### src/sv/utf8v_pkg.sv
// ----------------------------------------------------------------------------
// utf8v_pkg
// Types and constants shared by the UTF-8 stream validator modules.
// ----------------------------------------------------------------------------
package utf8v_pkg;

  localparam logic [20:0] MAX_CODE = 21'h10FFFF;

  typedef enum logic [2:0] {
    ERR_NONE      = 3'd0,
    ERR_LEAD      = 3'd1,
    ERR_TRUNCATED = 3'd2,
    ERR_CONT      = 3'd3,
    ERR_NULL      = 3'd4,
    ERR_RANGE     = 3'd5,
    ERR_SURROGATE = 3'd6,
    ERR_OVERLONG  = 3'd7
  } err_code_e;

  typedef struct packed {
    logic [1:0]  bytes_rem;
    logic [2:0]  seq_len;
    logic [20:0] partial;
    logic        bad_cont;
    err_code_e   first_err;
  } utf8v_state_t;

  typedef struct packed {
    logic        char_done;
    logic [20:0] code_point;
    err_code_e   error_code;
    logic        string_end;
  } utf8v_result_t;

endpackage

### src/sv/utf8v_decode.sv
// ----------------------------------------------------------------------------
// utf8v_decode
// Combinational decode of one byte against the current string state.
// ----------------------------------------------------------------------------
module utf8v_decode import utf8v_pkg::*; (
  input  logic          nul_ok_i,
  input  logic [7:0]    data_byte_i,
  input  logic          last_byte_i,
  input  utf8v_state_t  state_i,
  output utf8v_state_t  state_o,
  output utf8v_result_t result_o
);

  function automatic err_code_e check_char(logic [20:0] code, logic [2:0] len,
                                           logic bad, logic allow);
    err_code_e e;
    e = ERR_NONE;
    if (bad) begin
      e = ERR_CONT;
    end else if (len == 3'd1) begin
      e = (code == 21'd0 && !allow) ? ERR_NULL : ERR_NONE;
    end else if (code > MAX_CODE) begin
      e = ERR_RANGE;
    end else if (code[20:11] == 10'h01B) begin
      e = ERR_SURROGATE;
    end else if (len == 3'd2) begin
      if (code >= 21'h80 && code <= 21'h7FF) begin
        e = ERR_NONE;
      end else if (code == 21'd0) begin
        e = allow ? ERR_NONE : ERR_NULL;
      end else begin
        e = ERR_OVERLONG;
      end
    end else if (len == 3'd3) begin
      e = (code >= 21'h800 && code <= 21'hFFFF) ? ERR_NONE : ERR_OVERLONG;
    end else begin
      e = (code >= 21'h10000) ? ERR_NONE : ERR_OVERLONG;
    end
    return e;
  endfunction

  utf8v_state_t nxt;
  err_code_e    err;
  logic         completed;
  logic [20:0]  shifted;
  logic [1:0]   rem_dec;

  assign shifted = {state_i.partial[14:0], data_byte_i[5:0]};
  assign rem_dec = state_i.bytes_rem - 2'd1;

  always_comb begin
    nxt       = state_i;
    err       = ERR_NONE;
    completed = 1'b0;
    if (state_i.bytes_rem == 2'd0) begin
      if (!data_byte_i[7]) begin
        nxt.seq_len = 3'd1;
        nxt.partial = {13'd0, data_byte_i};
        completed   = 1'b1;
        err         = check_char({13'd0, data_byte_i}, 3'd1, 1'b0, nul_ok_i);
      end else if (data_byte_i[7:5] == 3'b110) begin
        nxt.seq_len   = 3'd2;
        nxt.partial   = {16'd0, data_byte_i[4:0]};
        nxt.bytes_rem = 2'd1;
        nxt.bad_cont  = 1'b0;
        err           = last_byte_i ? ERR_TRUNCATED : ERR_NONE;
      end else if (data_byte_i[7:4] == 4'b1110) begin
        nxt.seq_len   = 3'd3;
        nxt.partial   = {17'd0, data_byte_i[3:0]};
        nxt.bytes_rem = 2'd2;
        nxt.bad_cont  = 1'b0;
        err           = last_byte_i ? ERR_TRUNCATED : ERR_NONE;
      end else if (data_byte_i[7:3] == 5'b11110) begin
        nxt.seq_len   = 3'd4;
        nxt.partial   = {18'd0, data_byte_i[2:0]};
        nxt.bytes_rem = 2'd3;
        nxt.bad_cont  = 1'b0;
        err           = last_byte_i ? ERR_TRUNCATED : ERR_NONE;
      end else begin
        err = ERR_LEAD;
      end
    end else begin
      nxt.partial   = shifted;
      nxt.bad_cont  = state_i.bad_cont | (data_byte_i[7:6] != 2'b10);
      nxt.bytes_rem = rem_dec;
      if (rem_dec == 2'd0) begin
        completed    = 1'b1;
        err          = check_char(shifted, state_i.seq_len, nxt.bad_cont, nul_ok_i);
        nxt.bad_cont = 1'b0;
      end else if (last_byte_i) begin
        err = ERR_TRUNCATED;
      end
    end

    if (state_i.first_err == ERR_NONE && err != ERR_NONE) begin
      nxt.first_err = err;
    end

    result_o.char_done  = completed && err == ERR_NONE && nxt.first_err == ERR_NONE;
    result_o.code_point = result_o.char_done ? nxt.partial : 21'd0;
    result_o.error_code = nxt.first_err;
    result_o.string_end = last_byte_i;

    if (last_byte_i) begin
      state_o = '{bytes_rem: 2'd0, seq_len: 3'd0, partial: 21'd0,
                  bad_cont: 1'b0, first_err: ERR_NONE};
    end else begin
      state_o = nxt;
    end
  end

endmodule

### src/sv/utf8v_out_buf.sv
// ----------------------------------------------------------------------------
// utf8v_out_buf
// Two-entry result buffer: an output register backed by a skid register.
// ----------------------------------------------------------------------------
module utf8v_out_buf import utf8v_pkg::*; (
  input  logic          clk_i,
  input  logic          rst_ni,
  input  logic          push_i,
  input  utf8v_result_t push_data_i,
  output logic          ready_o,
  output logic          valid_o,
  input  logic          pop_ready_i,
  output utf8v_result_t data_o
);

  logic          main_valid_q, main_valid_d;
  logic          skid_valid_q, skid_valid_d;
  utf8v_result_t main_q, main_d;
  utf8v_result_t skid_q, skid_d;
  logic          pop;

  assign pop     = main_valid_q && pop_ready_i;
  assign ready_o = !skid_valid_q;
  assign valid_o = main_valid_q;
  assign data_o  = main_q;

  always_comb begin
    main_valid_d = main_valid_q;
    skid_valid_d = skid_valid_q;
    main_d       = main_q;
    skid_d       = skid_q;
    if (skid_valid_q) begin
      if (pop) begin
        main_d       = skid_q;
        skid_valid_d = 1'b0;
      end
    end else if (push_i) begin
      if (!main_valid_q || pop) begin
        main_d       = push_data_i;
        main_valid_d = 1'b1;
      end else begin
        skid_d       = push_data_i;
        skid_valid_d = 1'b1;
      end
    end else if (pop) begin
      main_valid_d = 1'b0;
    end
  end

  always_ff @(posedge clk_i or negedge rst_ni) begin
    if (!rst_ni) begin
      main_valid_q <= 1'b0;
      skid_valid_q <= 1'b0;
      main_q       <= '0;
      skid_q       <= '0;
    end else begin
      main_valid_q <= main_valid_d;
      skid_valid_q <= skid_valid_d;
      main_q       <= main_d;
      skid_q       <= skid_d;
    end
  end

endmodule

### src/sv/utf8_stream_validator_top.sv
// ----------------------------------------------------------------------------
// utf8_stream_validator_top
// Checks a byte stream against the UTF-8 rules and reports one result per
// byte with the decoded code point and the sticky first error of the string.
//
// The input channel moves one word per byte: data_byte_i with last_byte_i on
// the final byte of a string. The output channel moves one result word per
// input word, in order. The single configuration register nul_ok, which
// permits zero bytes and the two-byte NUL, must be written through cfg_we_i
// and cfg_wdata_i while the block is idle; the block does not enforce this.
// A result is registered when its byte is accepted. One byte can be accepted
// in every cycle while in_ready_o is high, since the decode of a byte is a
// single pass of logic between the string state and the output register.
// A skid register behind the output register lets the block take one more
// byte while a result waits; in_ready_o drops only when both hold results,
// and rises again as soon as the receiver takes one.
// Reset clears the string state, nul_ok and both result registers.
// The result for the last byte of a string carries the final verdict, and
// the string state clears itself for the next string.
// ----------------------------------------------------------------------------
module utf8_stream_validator_top import utf8v_pkg::*; (
  input  logic        clk_i,
  input  logic        rst_ni,
  input  logic        cfg_we_i,
  input  logic        cfg_wdata_i,
  input  logic        in_valid_i,
  output logic        in_ready_o,
  input  logic [7:0]  data_byte_i,
  input  logic        last_byte_i,
  output logic        out_valid_o,
  input  logic        out_ready_i,
  output logic        char_done_o,
  output logic [20:0] code_point_o,
  output logic [2:0]  error_code_o,
  output logic        string_end_o
);

  logic          nul_ok_q;
  utf8v_state_t  state_q, state_d;
  utf8v_result_t result, out_data;
  logic          accept;

  assign accept = in_valid_i && in_ready_o;

  utf8v_decode u_decode (
    .nul_ok_i    (nul_ok_q),
    .data_byte_i (data_byte_i),
    .last_byte_i (last_byte_i),
    .state_i     (state_q),
    .state_o     (state_d),
    .result_o    (result)
  );

  utf8v_out_buf u_out_buf (
    .clk_i       (clk_i),
    .rst_ni      (rst_ni),
    .push_i      (accept),
    .push_data_i (result),
    .ready_o     (in_ready_o),
    .valid_o     (out_valid_o),
    .pop_ready_i (out_ready_i),
    .data_o      (out_data)
  );

  always_ff @(posedge clk_i or negedge rst_ni) begin
    if (!rst_ni) begin
      nul_ok_q <= 1'b0;
      state_q  <= '{bytes_rem: 2'd0, seq_len: 3'd0, partial: 21'd0,
                    bad_cont: 1'b0, first_err: ERR_NONE};
    end else begin
      if (cfg_we_i) begin
        nul_ok_q <= cfg_wdata_i;
      end
      if (accept) begin
        state_q <= state_d;
      end
    end
  end

  assign char_done_o  = out_data.char_done;
  assign code_point_o = out_data.code_point;
  assign error_code_o = out_data.error_code;
  assign string_end_o = out_data.string_end;

endmodule

### config.mk
export PLATFORM = sky130hd
export DESIGN_NAME = utf8_stream_validator_top
export DESIGN_NICKNAME = d
export VERILOG_FILES = /design/src/sv/utf8v_pkg.sv /design/src/sv/utf8v_decode.sv /design/src/sv/utf8v_out_buf.sv /design/src/sv/utf8_stream_validator_top.sv
export SDC_FILE = /design/constraint.sdc
export NUM_CORES = 1
export LEC_CHECK = 0
export ABC_AREA = 0
export BUFFER_PORTS_ARGS = -buffer_cell sky130_fd_sc_hd__buf_2
export CAP_MARGIN = 40
export CORE_AREA = 2 2 112 114
export CTS_CLUSTER_SIZE = 8
export DETAILED_ROUTE_END_ITERATION = 10
export DIE_AREA = 0 0 114 116
export PLACE_DENSITY = 0.56
export SYNTH_ARGS = -nofsm -noshare
export SYNTH_HDL_FRONTEND = slang
export SYNTH_SLANG_ARGS = --single-unit
export TNS_END_PERCENT = 100
### constraint.sdc
create_clock -name clk_i -period 3.74 [get_ports clk_i]
set_input_delay 0.561 -clock clk_i [delete_from_list [all_inputs] [get_ports clk_i]]
set_output_delay 0.561 -clock clk_i [all_outputs]
set_load 0.02 [all_outputs]
==> qor.csv, run 1 <==
metric,value,unit
coreArea,11900,sq um
synthFlopType,dfrtp_1,
reg2regPathDepth,7,
layout_commonest_cell,dfrtp_1,
synth.avg_cell_area,9.79,sq um
critPathArrivalTime,3260,ps
crit_path_max_incr_delay,660,ps
cts-resized-gates,0,
area_growth,16.4,%
power.total,3950,uW
ys_ff_latch,85,
period_needed,2990,ps
slowest_stage,or4_4,
final_cell_mix,"dfrtp_1, nand2_1, buf_2, a21oi_1, o31ai_1",
drv_slew,0,
multi_input_area,1840,sq um
antenna_found_initial,0,
syn_inst,423,
port_buffers,42,
num_vias,3406,
path_class,reg2reg,
power_leakage,0.00224,uW
reg2reg_to,u_out_buf.data_o[8]$_DFFE_PN0P_,
finalHoldViolCount,0,
clkPwrFrac,25.1,%
die_height,116,um
clk_latency,340,ps
fillCellCount,1184,
num_rows,40,
wl_per_cell,17.7,um
die_area,13200,sq um
place_area,4490,sq um
synth_area,4140,sq um
root_buffer,clkbuf_16,
async_reset_ff_share,100,%
clk_pin_slew,60,ps
hpwlAfterDp,7350,um
cts_buffers,9,
nets,470,
routed_wl,10800,um
grt_pass1_wl,17500,um
relSlewSlack,45.4,%
gp_congestion,0.888,
status,completed,
drcViolationCount,0,
htreeDepth,3,
setup_viol,0,
fp.dieW,114,um
syn_nets,438,
worst_pin_slew,819,ps
r2r_slack,750,ps
clockBufferDepth,2,
peakVddDrop,282,uV
register_area,2130,sq um
vias_per_cell,5.61,
fmax,0.334,GHz
postCtsSetupRepairBufs,0,
first_pass_iters,4,
hold_class,in2async,
grt_setup_unrepaired,false,
swShare,41.4,%
fin_tns_setup,0,ps
drv_cap,0,
grt_usage,17.1,%
timing.final.crit_share,80.1,%
hold_buffers,0,
synth_edf_count,0,
synth-seq-area-share,51.3,%
path_common_cell,nor4_4,
clock-sinks,85,
drtIter0Drc,299,
post-route-cell-area,4820,sq um
power_density,818,nW/um^2
critical_path_required,4000,ps
grt_max_degree,65,
p_sw,1630,uW
gr-total-overflow,0,
ys_warn_count,0,
startpoint_type,flip-flop,
crit_buf_inv,0,
grt_pass1_vias,3123,
r2r_start,state_q[10]$_DFFE_PN0P_,
power.internal,2310,uW
num_antenna_cells,0,
tritoncts,built,
ios,43,
synth_cell_types,49,
cp_top_family,simple AND/OR/NAND/NOR gates,
cp_cell_sequence,or4_1 > nor4_4 > a21oi_2 > nor4_4 > o2111ai_4 > or4_4 > o21ai_0,
cp-end-kind,flip-flop,
seq_power_share,36.8,%
initial_core_util,34.8,%
combPwrFrac,38.1,%
path_max_fanout,21,
drive_above_1_share,18.3,%
fin_hold_ws,315,ps
drt.antenna.violating_nets,0,
skew,5.68,ps
==> worst max-delay path by stage <==
stage	slack, ps	cells past startpoint	endpoint	startpoint
CTS	720	7	u_out_buf.data_o[8]$_DFFE_PN0P_	state_q[10]$_DFFE_PN0P_
floorplan	910	8	u_out_buf.data_o[9]$_DFFE_PN0P_	data_byte_i[5]
detailed placement	630	8	u_out_buf.data_o[8]$_DFFE_PN0P_	data_byte_i[5]
global route	530	7	u_out_buf.data_o[8]$_DFFE_PN0P_	state_q[10]$_DFFE_PN0P_
finish	750	7	u_out_buf.data_o[8]$_DFFE_PN0P_	state_q[10]$_DFFE_PN0P_
global placement	680	8	u_out_buf.data_o[8]$_DFFE_PN0P_	data_byte_i[5]
==> power by group through the flow <==
stage | sequential, uW | combinational [uW] | clock (uW)
after floorplan | 1440 | 1040 | 0
after global placement | 1460 | 1490 | 0
after detailed placement | 1470 | 1510 | 0
after CTS | 1450 | 1520 | 1010
after global routing | 1500 | 1670 | 1050
final | 1450 | 1500 | 990
==> Yosys cell counts (2+ instances only) <==
library cell | count | area (sq um)
or3b_2 | 3 | 26.3
o31ai_1 | 26 | 195
nor3_1 | 4 | 20.0
a21oi_1 | 33 | 165
inv_1 | 9 | 33.8
a22o_1 | 14 | 123
nand3_1 | 7 | 35.0
or2_2 | 2 | 12.5
a31oi_1 | 5 | 31.3
nor4_1 | 2 | 12.5
a22oi_1 | 17 | 128
or4_1 | 3 | 22.5
nand2_1 | 49 | 184
clkbuf_1 | 29 | 109
or4_4 | 2 | 22.5
a21boi_0 | 2 | 15.0
o21bai_1 | 2 | 15.0
o22ai_1 | 2 | 12.5
nor3b_1 | 3 | 22.5
mux2_2 | 2 | 22.5
or3_1 | 4 | 25.0
buf_6 | 2 | 22.5
nor4_4 | 2 | 42.5
and3_1 | 22 | 138
dfrtp_1 | 85 | 2130
a21o_1 | 4 | 30.0
o41ai_1 | 2 | 17.5
mux2i_1 | 6 | 60.1
nor2_1 | 14 | 52.6
a32o_1 | 3 | 30.0
o21ai_0 | 18 | 90.1
buf_1 | 2 | 7.51
nor2b_1 | 6 | 37.5
a211oi_1 | 2 | 15.0
o21ai_1 | 21 | 105
==> stage by stage <==
| step | setup WS (ps) | utilization (%) | cells |
|---|---|---|---|
| after global routing | 525 | 40.5 | 607 |
| final | 745 | 40.5 | 607 |
| after floorplan | 907 | - | 423 |
| after global placement | 680 | 37.7 | 591 |
| after CTS | 725 | 40.5 | 607 |
| after detailed placement | 631 | 37.7 | 591 |
==> state kept, by name, indices dropped and copies added (netlist names) <==
name and cells:
u_out_buf.data_o 26, u_out_buf.skid_valid_q 1, state_q 30, u_out_buf.valid_o 1, u_out_buf.skid_q 26, nul_ok_q 1
==> worst reg2reg max path: cells and delay by family (launching register included) <==
kind	cells	cell delay, ps
flops	1	480
compound gates	3	500
simple gates	4	1930
==> logic make-up after synthesis <==
group	after synthesis	share of synthesized area [%]
buf+inv	42	4.17
flops	85	51.3
mux	8	1.99
compound gates	160	25.8
simple gates	128	16.7
==> cell type report <==
cell class                 instances  area share [%]
tap                              147            3.81
inverter                           9           0.701
clock buffer                       9            4.67
timing repair buffer              54            6.28
clock inverter                     7            2.21
multi-input combinational        296            38.2
sequential                        85            44.1
==> routing by layer <==
layer	part of all wire [%]	vias up	routed length (um)	track usage (%)
met2	45	70	4830	24.9
met4	0.94	0	101	3.98
met3	5.3	8	573	3.97
li1	-	1643	-	-
met1	49	1685	5250	26.0
met5	0	-	0	0
(Power assumes the default switching activity.)
==> run 2, diff against run 1 <==
==> constraint.sdc (replaced) <==
create_clock -name clk_i -period 2.9 [get_ports clk_i]
set_input_delay 0.435 -clock clk_i [delete_from_list [all_inputs] [get_ports clk_i]]
set_output_delay 0.435 -clock clk_i [all_outputs]
set_load 0.02 [all_outputs]
==> qor.csv, run 2 (synthesis gave the netlist of run 1 again) <==
metric,value,unit,change
grt_pass1_wl,18600,um,"was 17,500 um"
antenna_found_initial,0,,unchanged
cp-end-kind,flip-flop,,unchanged
die_area,13200,sq um,unchanged
finalHoldViolCount,0,,unchanged
nets,496,,was 470
gp_congestion,0.888,,about the same
critical_path_required,3170,ps,was 4000 ps
largest_reg_flops,30,,unchanged
clk_pin_slew,60,ps,about the same
layout_commonest_cell,dfrtp_1,,unchanged
clock-sinks,85,,unchanged
clockBufferDepth,2,,unchanged
root_buffer,clkbuf_16,,unchanged
power_leakage,0.00237,uW,was 0.00224 uW
power_density,1060,nW/um^2,was 818 nW/um^2
vias_per_cell,5.72,,was 5.61
coreArea,11900,sq um,unchanged
relSlewSlack,52.4,%,was 45.4%
drtIter0Drc,276,,was 299
drv_slew,0,,unchanged
drt.antenna.violating_nets,0,,unchanged
routed_wl,11500,um,"was 10,800 um"
grt_setup_unrepaired,true,,was false
area_growth,21.6,%,was 16.4%
num_rows,40,,unchanged
fmax,0.352,GHz,was 0.334 GHz
path_max_fanout,6,,was 21
peakVddDrop,313,uV,was 282 uV
gr-total-overflow,0,,unchanged
critPathArrivalTime,3110,ps,was 3260 ps
num_vias,3615,,"was 3,406"
hold_class,in2async,,unchanged
status,completed,,unchanged
path_class,reg2reg,,unchanged
htreeDepth,3,,unchanged
hpwlAfterDp,7640,um,was 7350 um
die_height,116,um,unchanged
timing.final.crit_share,97.9,%,was 80.1%
cts_buffers,9,,unchanged
drive_above_1_share,24.3,%,was 18.3%
period_needed,2840,ps,was 2990 ps
num_antenna_cells,0,,unchanged
setup_viol,0,,unchanged
worst_slack,62.2,ps,was 745 ps
place_ws,-76.1,ps,was 631 ps
skew,6.84,ps,was 5.68 ps
register_area,2130,sq um,unchanged
initial_core_util,34.8,%,unchanged
drv_cap,0,,unchanged
worst_pin_slew,714,ps,was 819 ps
startpoint_type,flip-flop,,unchanged
reg2regPathDepth,7,,unchanged
grt_pass1_vias,3434,,"was 3,123"
fin_hold_ws,145,ps,was 315 ps
final_cell_mix,"dfrtp_1, nand2_1, buf_2, buf_4, a21oi_1",,"was dfrtp_1, nand2_1, buf_2, a21oi_1, o31ai_1"
r2r_slack,60,ps,was 750 ps
grt_max_degree,56,,was 65
port_buffers,42,,unchanged
grt_usage,18.0,%,was 17.1%
fillCellCount,1157,,"was 1,184"
wl_per_cell,18.2,um,was 17.7 um
first_pass_iters,5,,was 4
ios,43,,unchanged
drcViolationCount,0,,unchanged
multi_input_area,1910,sq um,was 1840 sq um
fp.dieW,114,um,unchanged
tritoncts,built,,unchanged
top_register,state_q,,unchanged
clk_latency,340,ps,about the same
==> run 2: cell count changes in the layout (fill, tap and decap cells not counted), sizes merged <==
cell	change
bufinv	-1
clkbuf	+1
clkinvlp	+1
buf	+24
or4	+2
inv	-2
==> run 2: repair_timing <==
item                       4_1_cts  5_1_grt
setup buffers                    1        3
pin swaps                        3       10
setup endpoints to repair       23       27
hold buffers                     0        0
gates resized for setup          0       17
cloned                           0        2
==> run 2: worst max-delay path, cell delays in order (launching register included) <==
cell	delay [ps]
dfrtp_1	380
or4_4	580
nor4_4	350
a21oi_2	140
nor4_4	300
o2111ai_4	210
or4_4	630
o21ai_1	170
==> run 2: power breakdown <==
part | leakage (uW) | internal, uW | switching (uW)
Combinational | 0.00109 | 954 | 1480
Clock | 0.000138 | 658 | 462
Sequential | 0.00114 | 1520 | 252
==> run 2: worst paths after layout <==
check	from	to
min in group clk_i	out_ready_i	u_out_buf.skid_valid_q$_DFF_PN0_
setup reg to reg	state_q[14]$_DFFE_PN0P_	u_out_buf.data_o[18]$_DFFE_PN0P_
setup / recovery	state_q[14]$_DFFE_PN0P_	u_out_buf.data_o[18]$_DFFE_PN0P_
hold / removal	rst_ni	state_q[1]$_DFFE_PN0P_
max in group asynchronous	rst_ni	u_out_buf.data_o[5]$_DFFE_PN0P_
hold reg to reg	u_out_buf.skid_q[16]$_DFFE_PN0P_	u_out_buf.skid_q[16]$_DFFE_PN0P_
==> run 2: metal layers <==
layer | up-vias | routed length (um) | track usage, %
li1 | 1694 | - | -
met1 | 1800 | 5650 | 27.2
met2 | 110 | 5140 | 26.0
met3 | 11 | 559 | 3.66
met4 | 0 | 138 | 5.53
met5 | - | 0 | 0
==> run 2: area by class of cell <==
class	instances	share of cell area, %
clock buffers	10	4.54
multi-input cells	298	38.0
flip-flops and latches	85	42.2
clock inverters	5	1.04
inverters	9	0.670
well taps	147	3.65
repair buffers	78	9.91
==> run 2: through the flow <==
| stage | setup TNS [ps] | instances | util (%) | power, uW | instance area [sq um] |
|---|---|---|---|---|---|
| 2_1_floorplan | 0 | 423 | - | 3200 | 4140 |
| 3_3_place_gp | -14.7 | 610 | 38.9 | 3920 | 4630 |
| 3_5_place_dp | -927 | 611 | 39.0 | 3960 | 4640 |
| 4_1_cts | 0 | 627 | 41.4 | 5130 | 4930 |
| 5_1_grt | -298 | 632 | 42.3 | 5690 | 5040 |
| 6_report | 0 | 632 | 42.3 | 5330 | 5040 |
